## config.mk

```make
export PLATFORM = sky130hd
export DESIGN_NAME = zero_run_length_decoder_core
export DESIGN_NICKNAME = d
export VERILOG_FILES = /design/src/zrld_pkg.sv /design/src/zero_run_length_decoder_core.sv /design/src/zrld_decode.sv /design/src/zrld_result_fifo.sv
export SDC_FILE = /design/constraint.sdc
export NUM_CORES = 1
export LEC_CHECK = 0
export BUFFER_PORTS_ARGS = -buffer_cell sky130_fd_sc_hd__buf_2
export CAP_MARGIN = 20
export CORE_AREA = 2 2 158 160
export CTS_BUF_LIST = sky130_fd_sc_hd__clkbuf_4 sky130_fd_sc_hd__clkbuf_8 sky130_fd_sc_hd__clkbuf_16
export CTS_CLUSTER_DIAMETER = 150
export DETAILED_ROUTE_END_ITERATION = 16
export DIE_AREA = 0 0 160 162
export GPL_TIMING_DRIVEN = 0
export SETUP_SLACK_MARGIN = 0.02
export SLEW_MARGIN = 20
export SYNTH_ARGS = -nofsm -noshare
export SYNTH_HDL_FRONTEND = slang
export SYNTH_SLANG_ARGS = --single-unit
```

## constraint.sdc

```tcl
create_clock -name clk_i -period 5.8 [get_ports clk_i]
set_clock_uncertainty 0.1 [all_clocks]
set_input_delay 0.87 -clock clk_i [delete_from_list [all_inputs] [get_ports clk_i]]
set_output_delay 0.87 -clock clk_i [all_outputs]
set_load 0.01 [all_outputs]
```

## src/zrld_pkg.sv

```systemverilog
// Types and constants of the zero run-length decoder.
`default_nettype none

package zrld_pkg;

  localparam int unsigned BYTE_W   = 8;
  localparam int unsigned LEN_W    = 20;
  localparam int unsigned FRAME_W  = 20;
  localparam logic [BYTE_W-1:0] ZERO_BYTE = 8'h00;

  // One run descriptor as it leaves the block.
  typedef struct packed {
    logic [BYTE_W-1:0] value;
    logic [LEN_W-1:0]  len;
    logic              frame_end;
  } result_t;

  // Results of one decoded source byte, in delivery order.
  typedef struct packed {
    logic [1:0] count;
    result_t    first;
    result_t    second;
  } dec_t;

endpackage

`default_nettype wire

```

## src/zero_run_length_decoder_core.sv

```systemverilog
// Zero run-length decoder: one source byte a cycle in while the queue has room, one run
// descriptor a cycle out while the receiver does not stall. A byte is taken into an
// input register, decoded against the frame state and written into a four-entry result
// queue once the queue has room for its results, and its first result is then offered
// from the queue. Bytes go in at one a cycle as long as the queue holds no more than two
// results; a final byte that also yields a data run gives two results, which the queue
// absorbs. The frame size is taken as-is from the configuration register and must be
// written while no byte is in flight.
`default_nettype none

module zero_run_length_decoder_core import zrld_pkg::*; #(
  parameter int unsigned SIZE_BITS = 20
) (
  input  wire logic               clk_i,
  input  wire logic               rst_ni,
  input  wire logic               cfg_valid,
  output logic                    cfg_ready,
  input  wire logic [FRAME_W-1:0] cfg_data_i,
  input  wire logic               in_valid,
  output logic                    in_stall,
  input  wire logic [BYTE_W-1:0]  src_byte_i,
  input  wire logic               src_last_i,
  output logic                    out_valid,
  input  wire logic               out_stall,
  output logic [BYTE_W-1:0]       pixel_value_o,
  output logic [LEN_W-1:0]        run_length_o,
  output logic                    frame_end_o
);

  logic [FRAME_W-1:0] size_cfg_q;
  logic               in_vld_q;
  logic [BYTE_W-1:0]  byte_q;
  logic               last_q;
  logic               room2;
  logic               advance;
  logic               accept;
  logic               pop;
  dec_t               dec;
  result_t            head;

  // Configuration register, always writable.
  assign cfg_ready = 1'b1;

  always_ff @(posedge clk_i or negedge rst_ni) begin
    if (!rst_ni) begin
      size_cfg_q <= '0;
    end else if (cfg_valid && cfg_ready) begin
      size_cfg_q <= cfg_data_i;
    end
  end

  // Input register: hold the request until the queue has room for its results.
  assign advance  = in_vld_q & room2;
  assign in_stall = in_vld_q & ~room2;
  assign accept   = in_valid & ~in_stall;

  always_ff @(posedge clk_i or negedge rst_ni) begin
    if (!rst_ni) begin
      in_vld_q <= 1'b0;
    end else if (accept) begin
      in_vld_q <= 1'b1;
    end else if (advance) begin
      in_vld_q <= 1'b0;
    end
  end

  always_ff @(posedge clk_i) begin
    if (accept) begin
      byte_q <= src_byte_i;
      last_q <= src_last_i;
    end
  end

  zrld_decode #(
    .SIZE_BITS(SIZE_BITS)
  ) u_decode (
    .clk_i     (clk_i),
    .rst_ni    (rst_ni),
    .advance_i (advance),
    .src_byte_i(byte_q),
    .src_last_i(last_q),
    .size_cfg_i(size_cfg_q),
    .dec_o     (dec)
  );

  // Drop a result from the queue when the receiver takes it.
  assign pop = out_valid & ~out_stall;

  zrld_result_fifo u_fifo (
    .clk_i  (clk_i),
    .rst_ni (rst_ni),
    .push_i (advance),
    .dec_i  (dec),
    .pop_i  (pop),
    .room2_o(room2),
    .valid_o(out_valid),
    .head_o (head)
  );

  assign pixel_value_o = head.value;
  assign run_length_o  = head.len;
  assign frame_end_o   = head.frame_end;

endmodule

`default_nettype wire

```

## src/zrld_decode.sv

```systemverilog
// Per-frame decode state and the combinational decode of one source byte.
`default_nettype none

module zrld_decode import zrld_pkg::*; #(
  parameter int unsigned SIZE_BITS = 20
) (
  input  wire logic               clk_i,
  input  wire logic               rst_ni,
  input  wire logic               advance_i,
  input  wire logic [BYTE_W-1:0]  src_byte_i,
  input  wire logic               src_last_i,
  input  wire logic [FRAME_W-1:0] size_cfg_i,
  output dec_t                    dec_o
);

  logic [SIZE_BITS-1:0] pe_q, pe_d, pe_mid;
  logic                 cp_q, cp_d, cp_mid;
  logic                 ff_q, ff_d, ff_mid;

  logic [SIZE_BITS+FRAME_W-1:0] size_wide;
  logic [SIZE_BITS-1:0]         size;
  logic [SIZE_BITS-1:0]         room;
  logic [SIZE_BITS-1:0]         b_ext;
  logic [SIZE_BITS-1:0]         run;
  logic [SIZE_BITS-1:0]         data_len;
  logic [SIZE_BITS-1:0]         added;
  logic [SIZE_BITS-1:0]         pad;
  logic                         reached;
  logic                         full;
  logic                         data_vld;
  logic [BYTE_W-1:0]            data_val;
  logic [SIZE_BITS+LEN_W-1:0]   data_len_wide;
  logic [SIZE_BITS+LEN_W-1:0]   pad_wide;
  result_t                      data_res;
  result_t                      end_res;

  // Take the frame size at the counter width.
  assign size_wide = {{SIZE_BITS{1'b0}}, size_cfg_i};
  assign size      = size_wide[SIZE_BITS-1:0];
  assign reached   = (pe_q >= size);
  assign full      = ff_q | reached;
  assign room      = size - pe_q;
  assign b_ext     = SIZE_BITS'(src_byte_i);
  assign run       = (b_ext < room) ? b_ext : room;

  // Decode the byte against the current frame state.
  always_comb begin
    pe_mid   = pe_q;
    cp_mid   = cp_q;
    ff_mid   = ff_q;
    data_vld = 1'b0;
    data_val = ZERO_BYTE;
    data_len = '0;
    if (!full) begin
      if (cp_q) begin
        cp_mid = 1'b0;
        if (run != '0) begin
          data_vld = 1'b1;
          data_len = run;
          pe_mid   = pe_q + run;
          ff_mid   = ff_q | (run == room);
        end
      end else if (src_byte_i == ZERO_BYTE) begin
        cp_mid = ~src_last_i;
      end else begin
        data_vld = 1'b1;
        data_val = src_byte_i;
        data_len = SIZE_BITS'(1);
        pe_mid   = pe_q + SIZE_BITS'(1);
        ff_mid   = ff_q | (room == SIZE_BITS'(1));
      end
    end
  end

  // Padding up to the frame size, saturating when the size lies below the count.
  assign added = data_vld ? data_len : '0;
  assign pad   = reached ? '0 : (room - added);

  assign data_len_wide = {{LEN_W{1'b0}}, data_len};
  assign pad_wide      = {{LEN_W{1'b0}}, pad};

  always_comb begin
    data_res.value     = data_val;
    data_res.len       = data_len_wide[LEN_W-1:0];
    data_res.frame_end = 1'b0;
    end_res.value      = ZERO_BYTE;
    end_res.len        = pad_wide[LEN_W-1:0];
    end_res.frame_end  = 1'b1;
  end

  // Order the results: data run first, end marker last.
  always_comb begin
    dec_o.second = end_res;
    if (src_last_i) begin
      dec_o.count = data_vld ? 2'd2 : 2'd1;
      dec_o.first = data_vld ? data_res : end_res;
    end else begin
      dec_o.count = data_vld ? 2'd1 : 2'd0;
      dec_o.first = data_res;
    end
  end

  // Clear the frame state after the final byte.
  always_comb begin
    if (src_last_i) begin
      pe_d = '0;
      cp_d = 1'b0;
      ff_d = 1'b0;
    end else begin
      pe_d = pe_mid;
      cp_d = cp_mid;
      ff_d = ff_mid;
    end
  end

  always_ff @(posedge clk_i or negedge rst_ni) begin
    if (!rst_ni) begin
      pe_q <= '0;
      cp_q <= 1'b0;
      ff_q <= 1'b0;
    end else if (advance_i) begin
      pe_q <= pe_d;
      cp_q <= cp_d;
      ff_q <= ff_d;
    end
  end

endmodule

`default_nettype wire

```

## src/zrld_result_fifo.sv

```systemverilog
// Four-entry result queue taking up to two run descriptors a cycle.
`default_nettype none

module zrld_result_fifo import zrld_pkg::*; (
  input  wire logic clk_i,
  input  wire logic rst_ni,
  input  wire logic push_i,
  input  dec_t      dec_i,
  input  wire logic pop_i,
  output logic      room2_o,
  output logic      valid_o,
  output result_t   head_o
);

  localparam int unsigned DEPTH = 4;
  localparam int unsigned PTR_W = $clog2(DEPTH);

  result_t          mem_q [DEPTH];
  logic [PTR_W-1:0] wr_ptr_q, wr_ptr_d;
  logic [PTR_W-1:0] rd_ptr_q, rd_ptr_d;
  logic [PTR_W:0]   cnt_q, cnt_d;
  logic [1:0]       n_push;
  logic [PTR_W-1:0] wr_ptr_nx;

  assign n_push    = push_i ? dec_i.count : 2'd0;
  assign wr_ptr_nx = wr_ptr_q + PTR_W'(1);
  assign room2_o   = (cnt_q <= (PTR_W+1)'(DEPTH - 2));
  assign valid_o   = (cnt_q != '0);
  assign head_o    = mem_q[rd_ptr_q];

  // Advance pointers and fill level.
  always_comb begin
    wr_ptr_d = wr_ptr_q + PTR_W'(n_push);
    rd_ptr_d = rd_ptr_q + PTR_W'(pop_i);
    cnt_d    = cnt_q + (PTR_W+1)'(n_push) - (PTR_W+1)'(pop_i);
  end

  always_ff @(posedge clk_i or negedge rst_ni) begin
    if (!rst_ni) begin
      wr_ptr_q <= '0;
      rd_ptr_q <= '0;
      cnt_q    <= '0;
    end else begin
      wr_ptr_q <= wr_ptr_d;
      rd_ptr_q <= rd_ptr_d;
      cnt_q    <= cnt_d;
    end
  end

  // Store the new results in delivery order.
  always_ff @(posedge clk_i) begin
    if (n_push != 2'd0) begin
      mem_q[wr_ptr_q] <= dec_i.first;
    end
    if (n_push == 2'd2) begin
      mem_q[wr_ptr_nx] <= dec_i.second;
    end
  end

endmodule

`default_nettype wire

```

==> flow_metrics.tcl, run 1 <==
set metrics [dict create \
    status "finished with violations" \
    violations "setup timing" \
    clock-sinks 175 \
    clockBufferDepth 2 \
    start_util 0.443 \
    vias 8467 \
    peakVddDrop_uv 254 \
    worstPathRequired_ns 5.99 \
    die_x_um 160 \
    grt_max_degree 51 \
    cts_tree "done" \
    synth.avg_cell_area_um2 10.6 \
    crit_type "reg -> reg" \
    row_count 57 \
    drt_iter0_drc 492 \
    p_leak_nw 5.20 \
    ys_types 78 \
    fin_crit_ns 6.11 \
    finalNetCount 1284 \
    report.final.hold_viol_count 0 \
    cts_root_buf "clkbuf_16" \
    syn_to_final_growth_pct 26.1 \
    rrSetupSlack_ns -0.31 \
    die-area_um2 25900 \
    yosysTopAreaCell "edfxtp_1" \
    cp_top_family "simple AND/OR/NAND/NOR gates" \
    synth_edf_count 89 \
    ioPinCount 66 \
    crit_path_top_delay_cell "or4_4" \
    worst_pin_slew_ns 0.894 \
    drv_cap 0 \
    yosys_register_bits 175 \
    cts_htree_levels 4 \
    antenna_found_initial 0 \
    dpl_worst_slack_ns -1.04 \
    grt_pass1_wl_um 43700 \
    synthCells 1005 \
    yosysSeqAreaShare 0.435 \
    totalWireLength_um 27900 \
    rsz0062_at_grt "yes" \
    drive_gt1_frac 0.319 \
    grt_overflow 0 \
    slew_viol_final 0 \
    power.density_nw_per_um2 504 \
    synth_area_leaders "edfxtp_1 25%, dfrtp_1 12%, ha_1 8.4%, dfxtp_1 6.8%, mux4_2 6.1%" \
    synth_top_flop_cell "edfxtp_1" \
    grt_pass1_vias 8288 \
    hp-class "in -> async" \
    max_stage_delay_ns 0.58 \
    track_usage 0.214 \
    ys.warnings.count 0 \
    power_mw 6.78 \
    setup_slack_ns -0.309 \
    cts_inserted_buffers 17 \
    rr_startpoint "size_cfg_q[0]$_DFFE_PN0P_" \
    viasPerCell 5.60 \
    fin_crit_sh 1.05 \
    post-route-drc-count 0 \
    crit_buf_inv 6 \
    core-area_um2 24100 \
    worstPathMaxFanout 6 \
    insertion_delay_ns 0.44 \
    synth_area_um2 10700 \
    dr.pass1.iters 7 \
    worstRegToRegCells 28 \
    clk_pin_slew_ns 0.08 \
    cp.arrival_ns 6.30 \
    io_buffer_count 64 \
    ys_async_sr_fraction 0.286 \
    gp_congestion 0.862 \
    start_kind "register" \
    synth_top_area_frac 0.250 \
    wire_per_inst_um 18.5 \
    fmax_mhz 164 \
    diodes 0 \
    die_h_um 162 \
    ant_nets 0 \
    slew_headroom 0.404 \
    cp-end-kind "register" \
    r2r_end "u_fifo.mem_q[2][17]$_DFFE_PP_" \
    setup_viol 48 \
    dp.final_hpwl_um 18800 \
]
==> sequential cells by signal, indices dropped and copies added (netlist names) <==
| signal | cells |
|---|---|
| size_cfg_q | 20 |
| u_decode.ff_q | 1 |
| in_vld_q | 1 |
| u_fifo.mem_q | 116 |
| u_fifo.rd_ptr_q | 2 |
| u_fifo.cnt_q | 3 |
| u_decode.pe_q | 20 |
| u_fifo.wr_ptr_q | 2 |
| last_q | 1 |
| byte_q | 8 |
| u_decode.cp_q | 1 |
==> layer usage <==
metal / track usage / vias up / part of all wire
met1: 0.293 / 4122 / 0.46
met5: 0 / - / 0
met3: 0.0263 / 43 / 0.045
met2: 0.353 / 238 / 0.48
met4: 0.0774 / 0 / 0.023
li1: - / 4064 / -
==> report_power, final <==
part           leakage (nW)  internal (mW)  switching (mW)
logic                  3.14           1.64            2.14
registers              1.76           1.64           0.149
clock network         0.305          0.615           0.601
total                  5.20           3.90            2.89
==> how the worst max path moves through the flow <==
stage | startpoint | to | slack [ns] | cells after the start
floorplan | size_cfg_q[0]$_DFFE_PN0P_ | u_decode.pe_q[18]$_DFFE_PN0P_ | 0.02 | 25
global placement | size_cfg_q[0]$_DFFE_PN0P_ | u_fifo.mem_q[0][19]$_DFFE_PP_ | -1.06 | 30
detailed placement | size_cfg_q[0]$_DFFE_PN0P_ | u_fifo.mem_q[3][19]$_DFFE_PP_ | -1.04 | 30
CTS | size_cfg_q[0]$_DFFE_PN0P_ | u_decode.pe_q[19]$_DFFE_PN0P_ | -0.09 | 27
global route | size_cfg_q[0]$_DFFE_PN0P_ | u_fifo.mem_q[1][17]$_DFFE_PP_ | -0.51 | 29
finish | size_cfg_q[0]$_DFFE_PN0P_ | u_fifo.mem_q[2][17]$_DFFE_PP_ | -0.31 | 28
==> stage by stage <==
step | hold WS [ns] | cell area, µm² | std cells | util | TNS (ns)
floorplan | 0.331 | 10800 | 1026 | - | 0
global route | 0.379 | 13500 | 1511 | 0.558 | -17.81
finish | 0.365 | 13500 | 1511 | 0.558 | -7.06
detailed placement | 0.351 | 11500 | 1414 | 0.477 | -131.52
CTS | 0.368 | 12900 | 1489 | 0.536 | -0.528
global placement | 0.341 | 11500 | 1414 | 0.477 | -129.36
==> synth_stat cells, types with 6 or more instances <==
cell	count
dfxtp_1	36
nand2b_1	18
or2_1	7
buf_2	10
nor3_1	14
nor2b_1	12
inv_1	55
clkbuf_1	26
o21ai_0	41
nand2_1	54
ha_1	72
or3_1	9
a21o_1	11
a31oi_1	8
nor2_1	105
xnor2_1	23
buf_4	10
a21boi_0	7
nand3_1	15
xor2_1	24
mux2i_1	10
a21oi_1	43
o211ai_1	7
edfxtp_1	89
o2bb2ai_1	15
dfrtp_1	50
o22ai_1	35
a22o_1	32
mux2_2	19
o21a_1	9
o21bai_1	6
mux4_2	29
and3_1	6
==> cell usage in the layout, fill, tap and decap left out, types with 9 or more instances in the layout <==
master and instances:
conb_1 23, mux2_2 19, edfxtp_1 89, o21ai_0 22
nor2_1 84, inv_1 46, a21o_1 11, buf_2 71
o2bb2ai_1 15, ha_4 12, a21oi_1 30, dfxtp_1 36
nor2_4 9, o21ai_1 10, a22o_1 32, ha_1 55
xor2_1 20, xnor2_1 17, dfrtp_1 50, nor2_2 12
o22ai_1 34, nand2_1 51, a21oi_2 15, nand3_1 13
mux4_2 29, nor3_1 9, clkbuf_1 20, clkbuf_16 18
o21a_1 9, nand2b_1 18, buf_4 71
==> cell families (layout without fill, tap and decap cells) <==
logic type      after synthesis  after routing  synth area share
flops                       175            175             0.435
buf+inv                     108            269            0.0436
compound gates              266            266             0.176
fa+ha+maj                    76             76            0.0919
xor+xnor                     47             47            0.0386
mux                          59             59            0.0920
other cells                   2             23          0.000703
simple gates                272            272             0.122
==> layout make-up <==
class / count / area [µm²]
Fill cell: 2159 / 10600
Clock inverter: 14 / 180
Timing Repair inverter: 4 / 30.0
Sequential cell: 175 / 4640
Timing Repair Buffer: 133 / 860
Tap cell: 324 / 405
Inverter: 57 / 245
Clock buffer: 18 / 450
Buffer: 43 / 224
Multi-Input combinational cell: 743 / 6420
==> what timing repair did <==
item                       CTS  global route
setup buffers               44            25
hold buffers                 0             0
gates cloned                 4             0
setup endpoints to repair  205           203
gates resized for setup    114            79
pin swaps                   76            59
hold endpoints to repair     0             0
(Power assumes the default switching activity.)
==> run 2: changes to the inputs <==
- clock period: 5.8 -> 7.3 ns (I/O delays scaled with it)
==> run 2 against run 1 <==
The flow now finishes without violations. Non-clock buffer count shrank 60. Setup slack gained 0.81 ns. Count of clock-buffer cells in the layout shrank 1. Register-to-register slack gained 0.81 ns. Design area shrank 9.9%. First-iteration DRC count grew 4.9%. Global-route usage shrank 0.84 points. Sequential share of layout area grew 3.8 points. Total power shrank 29%. Critical path type unchanged. Largest cell class unchanged.
==> flow_metrics.tcl, run 2 (synthesized netlist as in run 1, its figures left out) <==
set metrics [dict create \
    status "finished clean" \
    worst_pin_slew_ns 0.945 \
    dpl.cell_count 1414 \
    power.density_nw_per_um2 397 \
    die_h_um 162 \
    vias 7999 \
    drive_gt1_frac 0.167 \
    core-area_um2 24100 \
    p_leak_nw 4.81 \
    crit_type "reg -> reg" \
    fin_crit_ns 6.80 \
    clockBufferDepth 2 \
    ioPinCount 66 \
    grt_max_degree 51 \
    drt_iter0_drc 516 \
    worstPathRequired_ns 7.52 \
    grt_overflow 0 \
    max_stage_delay_ns 0.48 \
    gp_congestion 0.863 \
    crit_path_top_delay_cell "or4_1" \
    start_util 0.443 \
    worstPathMaxFanout 9 \
    cts_htree_levels 4 \
    stdcell_count 1447 \
    startpoint "size_cfg_q[0]$_DFFE_PN0P_" \
    setup_viol 0 \
    p_comb_frac 0.506 \
    rsz0062_at_grt "no" \
    hold_buffers 0 \
    report.final.hold_viol_count 0 \
    rr_startpoint "size_cfg_q[0]$_DFFE_PN0P_" \
    viasPerCell 5.53 \
    peakVddDrop_uv 157 \
    cts_root_buf "clkbuf_16" \
    row_count 57 \
    cp.arrival_ns 7.03 \
    fmax_mhz 147 \
    syn_to_final_growth_pct 13.6 \
    largest_reg_flops 116 \
    insertion_delay_ns 0.45 \
    clk_pin_slew_ns 0.08 \
    hp-start "u_fifo.mem_q[3][0]$_SDFFE_PP1P_" \
    largestRegisters "u_fifo.mem_q (116), size_cfg_q (20), u_decode.pe_q (20)" \
    final_cell_mix "105 x nor2_1, 89 x edfxtp_1, 73 x buf_2" \
    start_kind "register" \
    n_fill_cell 2269 \
    fin_crit_sh 0.932 \
    dr.pass1.iters 5 \
    post-route-drc-count 0 \
    power_frac_clock 0.197 \
    totalWireLength_um 25700 \
    clock-sinks 175 \
    grt_pass1_vias 7674 \
    cts_tree "done" \
    slew_viol_final 0 \
    slew_headroom 0.369 \
    mostFrequentLayoutCell "nor2_1" \
    p_sw_mw 2.05 \
    grt_pass1_wl_um 42000 \
    ant_nets 0 \
    seq_power_share 0.297 \
    finalSetupTns_ns 0 \
    antenna_found_initial 0 \
    wire_per_inst_um 17.8 \
    p_sw_frac 0.426 \
    cts_inserted_buffers 17 \
    die-area_um2 25900 \
    finalNetCount 1220 \
    die_x_um 160 \
    regMostFlops "u_fifo.mem_q" \
    track_usage 0.206 \
    internal_power_mw 2.76 \
    drv_cap 0 \
    diodes 0 \
    cp-end-kind "register" \
    dp.final_hpwl_um 18800 \
    io_buffer_count 64 \
    hp-class "reg -> reg" \
]
[run 2: changes by cell type in the layout (fill, tap and decap cells not counted), moves of 7 or more]
| cell | delta |
|---|---|
| o21ai_1 | -7 |
| a21oi_2 | -12 |
| o21ai_0 | +18 |
| inv_1 | +9 |
| buf_6 | -7 |
| ha_1 | +17 |
| buf_4 | -59 |
| ha_4 | -12 |
| nor2_2 | -12 |
| clkinvlp_4 | -8 |
| o21ai_2 | -8 |
| nor2_1 | +21 |
| nor2_4 | -9 |
| a21oi_1 | +13 |
[run 2: metal layers]
| layer | share of wire | GRT usage | vias up |
|---|---|---|---|
| met4 | 0.010 | 0.0487 | 0 |
| met2 | 0.47 | 0.333 | 198 |
| met1 | 0.48 | 0.298 | 3842 |
| met5 | 0 | 0 | - |
| li1 | - | - | 3943 |
| met3 | 0.043 | 0.0235 | 16 |
[run 2: cell type report]
cell class              count  area (µm²)  share of cell area
flip-flops and latches    175        4640               0.383
clock buffers              17         425              0.0351
repair buffers             65         330              0.0272
well taps                 324         405              0.0334
plain buffers              51         249              0.0205
multi-input cells         743        5680               0.468
inverters                  57         216              0.0178
clock inverters            15         183              0.0151
[run 2: stage by stage]
step | util | setup slack [ns] | power [mW] | hold WS, ns | instance area [µm²]
2_1_floorplan | - | 1.09 | 3.20 | 0.331 | 10800
3_3_place_gp | 0.476 | 0.139 | 3.83 | 0.342 | 11500
3_5_place_dp | 0.476 | 0.0756 | 3.86 | 0.351 | 11500
4_1_cts | 0.502 | 0.186 | 4.82 | 0.370 | 12100
5_1_grt | 0.503 | 0.0418 | 5.17 | 0.386 | 12100
6_report | 0.503 | 0.496 | 4.81 | 0.367 | 12100
[run 2: power groups by stage]
stage | Sequential (mW) | Clock (mW) | Combinational, mW
5_1_grt | 1.46 | 0.998 | 2.71
6_report | 1.43 | 0.949 | 2.43
4_1_cts | 1.43 | 0.961 | 2.43
2_1_floorplan | 1.40 | 0 | 1.79
3_3_place_gp | 1.44 | 0 | 2.39
3_5_place_dp | 1.45 | 0 | 2.41
[run 2: critical path, delay by kind of cell, from the launching register on]
| family | cells | cell delay, ns |
|---|---|---|
| compound gates | 11 | 2.75 |
| mux | 1 | 0.34 |
| flops | 1 | 0.36 |
| xor+xnor | 1 | 0.15 |
| fa+ha+maj | 4 | 1.30 |
| buf+inv | 3 | 0.35 |
| simple gates | 5 | 1.35 |
[run 2: repair_timing]
action                     4_1_cts  5_1_grt
gates resized for setup          1        6
setup endpoints to repair        1       97
setup buffers                    0        1
[run 2: path summary, 6_finish.rpt]
check | to | slack [ns] | cells after the start
worst min-delay path | u_fifo.mem_q[3][0]$_SDFFE_PP1P_ | 0.37 | 1
max in group asynchronous | u_decode.ff_q$_DFFE_PN0P_ | 6.04 | 1
worst max-delay path | u_decode.pe_q[18]$_DFFE_PN0P_ | 0.50 | 25
worst min register to register | u_fifo.mem_q[3][0]$_SDFFE_PP1P_ | 0.37 | 1
min in group asynchronous | u_decode.pe_q[16]$_DFFE_PN0P_ | 0.56 | 1
worst max register to register | u_decode.pe_q[18]$_DFFE_PN0P_ | 0.50 | 25
==> run 3: changes to the inputs <==
- ABC_AREA: not set -> 1
- CORE_AREA: 2 2 158 160 -> 2 2 175 177
- DIE_AREA: 0 0 160 162 -> 0 0 177 179
==> run 3 against run 2 <==
Wire length grew 24%. Synthesized area up 9.7%. Global-route usage rose by 0.22 points. Maximum frequency is 3.2% higher. Total power is 31% higher. Sequential power grew 8%. Clock power down 3.0%. Combinational power is 57% higher. Utilization down 6.2 points. Final cell count grew 44%. Critical endpoint is now u_fifo.mem_q[3][19]$_DFFE_PP_. Largest power group unchanged.
==> flow_metrics.tcl, run 3 <==
set metrics [dict create \
    die-area_um2 31700 \
    cts_inserted_buffers 17 \
    worstPathRequired_ns 7.40 \
    synth_top_flop_cell "edfxtp_1" \
    ys.warnings.count 0 \
    ant_nets 0 \
    yosys_register_bits 175 \
    synth_area_um2 11700 \
    drv_cap 0 \
    core-area_um2 30000 \
    finalSetupTns_ns 0 \
    cts_root_buf "clkbuf_16" \
    cp_top_family "simple AND/OR/NAND/NOR gates" \
    synth.avg_cell_area_um2 7.50 \
    fmax_mhz 152 \
    hold_buffers 0 \
    totalWireLength_um 31900 \
    drt_iter0_drc 735 \
    die_x_um 177 \
    io_buffer_count 64 \
    cts_htree_levels 4 \
    grt_max_degree 51 \
    fin_crit_ns 6.60 \
    power.density_nw_per_um2 475 \
    rrSetupSlack_ns 0.70 \
    slew_viol_final 0 \
    cp.arrival_ns 6.69 \
    crit_type "reg -> reg" \
    final_cell_mix "511 x nand2_1, 162 x inv_1, 123 x nor2_1" \
    n_fill_cell 3024 \
    max_stage_delay_ns 0.45 \
    rsz0062_at_grt "no" \
    yosysSeqAreaShare 0.396 \
    grt_overflow 0 \
    yosysTopAreaCell "edfxtp_1" \
    finalNetCount 1779 \
    largestRegisters "u_fifo.mem_q (116), size_cfg_q (20), u_decode.pe_q (20)" \
    regMostFlops "u_fifo.mem_q" \
    p_sw_mw 3.22 \
    internal_power_mw 3.08 \
    seq_power_share 0.246 \
    viasPerCell 5.00 \
    synth.most_common_cell "nand2_1" \
    synthCells 1562 \
    post-route-drc-count 0 \
    hold_slack_ns 0.358 \
    antenna_found_initial 0 \
    multi_input_comb_area_um2 6350 \
    seq_area_um2 4640 \
    start_kind "register" \
    synth_top_cells_by_count "514 x nand2_1, 162 x inv_1, 123 x nor2_1, 111 x o21ai_0, 89 x edfxtp_1" \
    dr.pass1.iters 5 \
    synth_area_leaders "edfxtp_1 23%, nand2_1 16%, dfrtp_1 11%, ha_1 7.7%, dfxtp_1 6.2%" \
    dp.final_hpwl_um 24100 \
    report.final.hold_viol_count 0 \
    fin_crit_sh 0.903 \
    clk_pin_slew_ns 0.08 \
    slew_headroom 0.292 \
    wire_per_inst_um 15.4 \
    ys_types 43 \
    p_sw_frac 0.511 \
    peakVddDrop_uv 223 \
    drive_gt1_frac 0.118 \
    grt_pass1_wl_um 50800 \
    largest_reg_flops 116 \
    power_frac_clock 0.146 \
    cts_tree "done" \
    start_util 0.390 \
    diodes 0 \
    stdcell_count 2078 \
    cp-end-kind "register" \
    insertion_delay_ns 0.45 \
    p_leak_nw 6.17 \
    worstPathMaxFanout 8 \
    clock-sinks 175 \
    gp_congestion 0.905 \
    die_h_um 179 \
    syn_to_final_growth_pct 13.2 \
    dpl.cell_count 2043 \
    setup_viol 0 \
    crit_path_top_delay_cell "fa_1" \
    ioPinCount 66 \
    synth_top_area_frac 0.228 \
    worst_pin_slew_ns 1.06 \
    mostFrequentLayoutCell "nand2_1" \
    ys_async_sr_fraction 0.286 \
    clockBufferDepth 2 \
    synth_edf_count 89 \
    hp-class "reg -> reg" \
    status "finished clean" \
    grt_pass1_vias 9731 \
    track_usage 0.208 \
    p_comb_frac 0.608 \
    vias 10400 \
    row_count 64 \
    crit_top_cell "nand2_1" \
    crit_buf_inv 6 \
]
[run 3: cell types whose count changed after synthesis, moves of 24 or more]
cell     change
nand3_1     +37
mux4_2      -29
a22o_1      -32
inv_1      +107
a21oi_1     +24
nand2_1    +460
o21ai_0     +70
[run 3: area by class of cell]
class / instances / share of cell area
clock inverter: 14 / 0.0108
inverter: 174 / 0.0492
buffer: 47 / 0.0151
tap: 396 / 0.0374
timing repair buffer: 67 / 0.0260
clock buffer: 18 / 0.0326
sequential: 175 / 0.350
multi-input combinational: 1187 / 0.479
[run 3: kinds of logic after synthesis]
group	after synthesis	synth area share
simple gates	787	0.290
compound gates	255	0.117
buf+inv	221	0.0728
flops	175	0.396
fa+ha+maj	76	0.0837
xor+xnor	27	0.0202
mux	19	0.0183
other cells	2	0.000641
[run 3: layer usage]
| layer | global-route usage | share of wire | vias up |
|---|---|---|---|
| li1 | - | - | 5331 |
| met1 | 0.273 | 0.46 | 4765 |
| met2 | 0.352 | 0.47 | 263 |
| met3 | 0.0335 | 0.047 | 37 |
| met4 | 0.0613 | 0.019 | 0 |
| met5 | 0 | 0 | - |
[run 3: power groups by stage]
stage / clock (mW) / sequential (mW) / combinational [mW]
3_5_place_dp: 0 / 1.57 / 3.77
5_1_grt: 0.973 / 1.58 / 4.33
3_3_place_gp: 0 / 1.56 / 3.71
4_1_cts: 0.933 / 1.55 / 3.78
6_report: 0.921 / 1.55 / 3.82
2_1_floorplan: 0 / 1.52 / 2.73
[run 3: final timing paths]
kind | from | cells after the start | to
max | size_cfg_q[0]$_DFFE_PN0P_ | 43 | u_fifo.mem_q[3][19]$_DFFE_PP_
min | u_fifo.mem_q[1][24]$_SDFFE_PP0P_ | 2 | u_fifo.mem_q[1][24]$_SDFFE_PP0P_
max reg2reg | size_cfg_q[0]$_DFFE_PN0P_ | 43 | u_fifo.mem_q[3][19]$_DFFE_PP_
min reg2reg | u_fifo.mem_q[1][24]$_SDFFE_PP0P_ | 2 | u_fifo.mem_q[1][24]$_SDFFE_PP0P_
max in group asynchronous | rst_ni | 1 | in_vld_q$_DFFE_PN0P_
min in group asynchronous | rst_ni | 1 | size_cfg_q[17]$_DFFE_PN0P_
[run 3: through the flow]
step	worst slack [ns]	total power, mW	util	instance area, µm²
5_1_grt	0.0136	6.88	0.442	13300
4_1_cts	0.251	6.26	0.439	13200
2_1_floorplan	1.53	4.25	-	11800
3_3_place_gp	0.0315	5.27	0.420	12600
3_5_place_dp	-0.0301	5.34	0.420	12600
6_report	0.705	6.30	0.442	13300
[run 3: worst min-delay path, stage by stage (launching register included)]
cell and delay [ns]:
dfxtp_1 0.33, nand2_1 0.05, o21ai_0 0.05
[run 3: what timing repair did]
| item | CTS | global route |
|---|---|---|
| setup buffers | 0 | 3 |
| setup endpoints to repair | 8 | 28 |
| cloned | 0 | 0 |
| pin swaps | 0 | 2 |
| resized for setup | 1 | 8 |
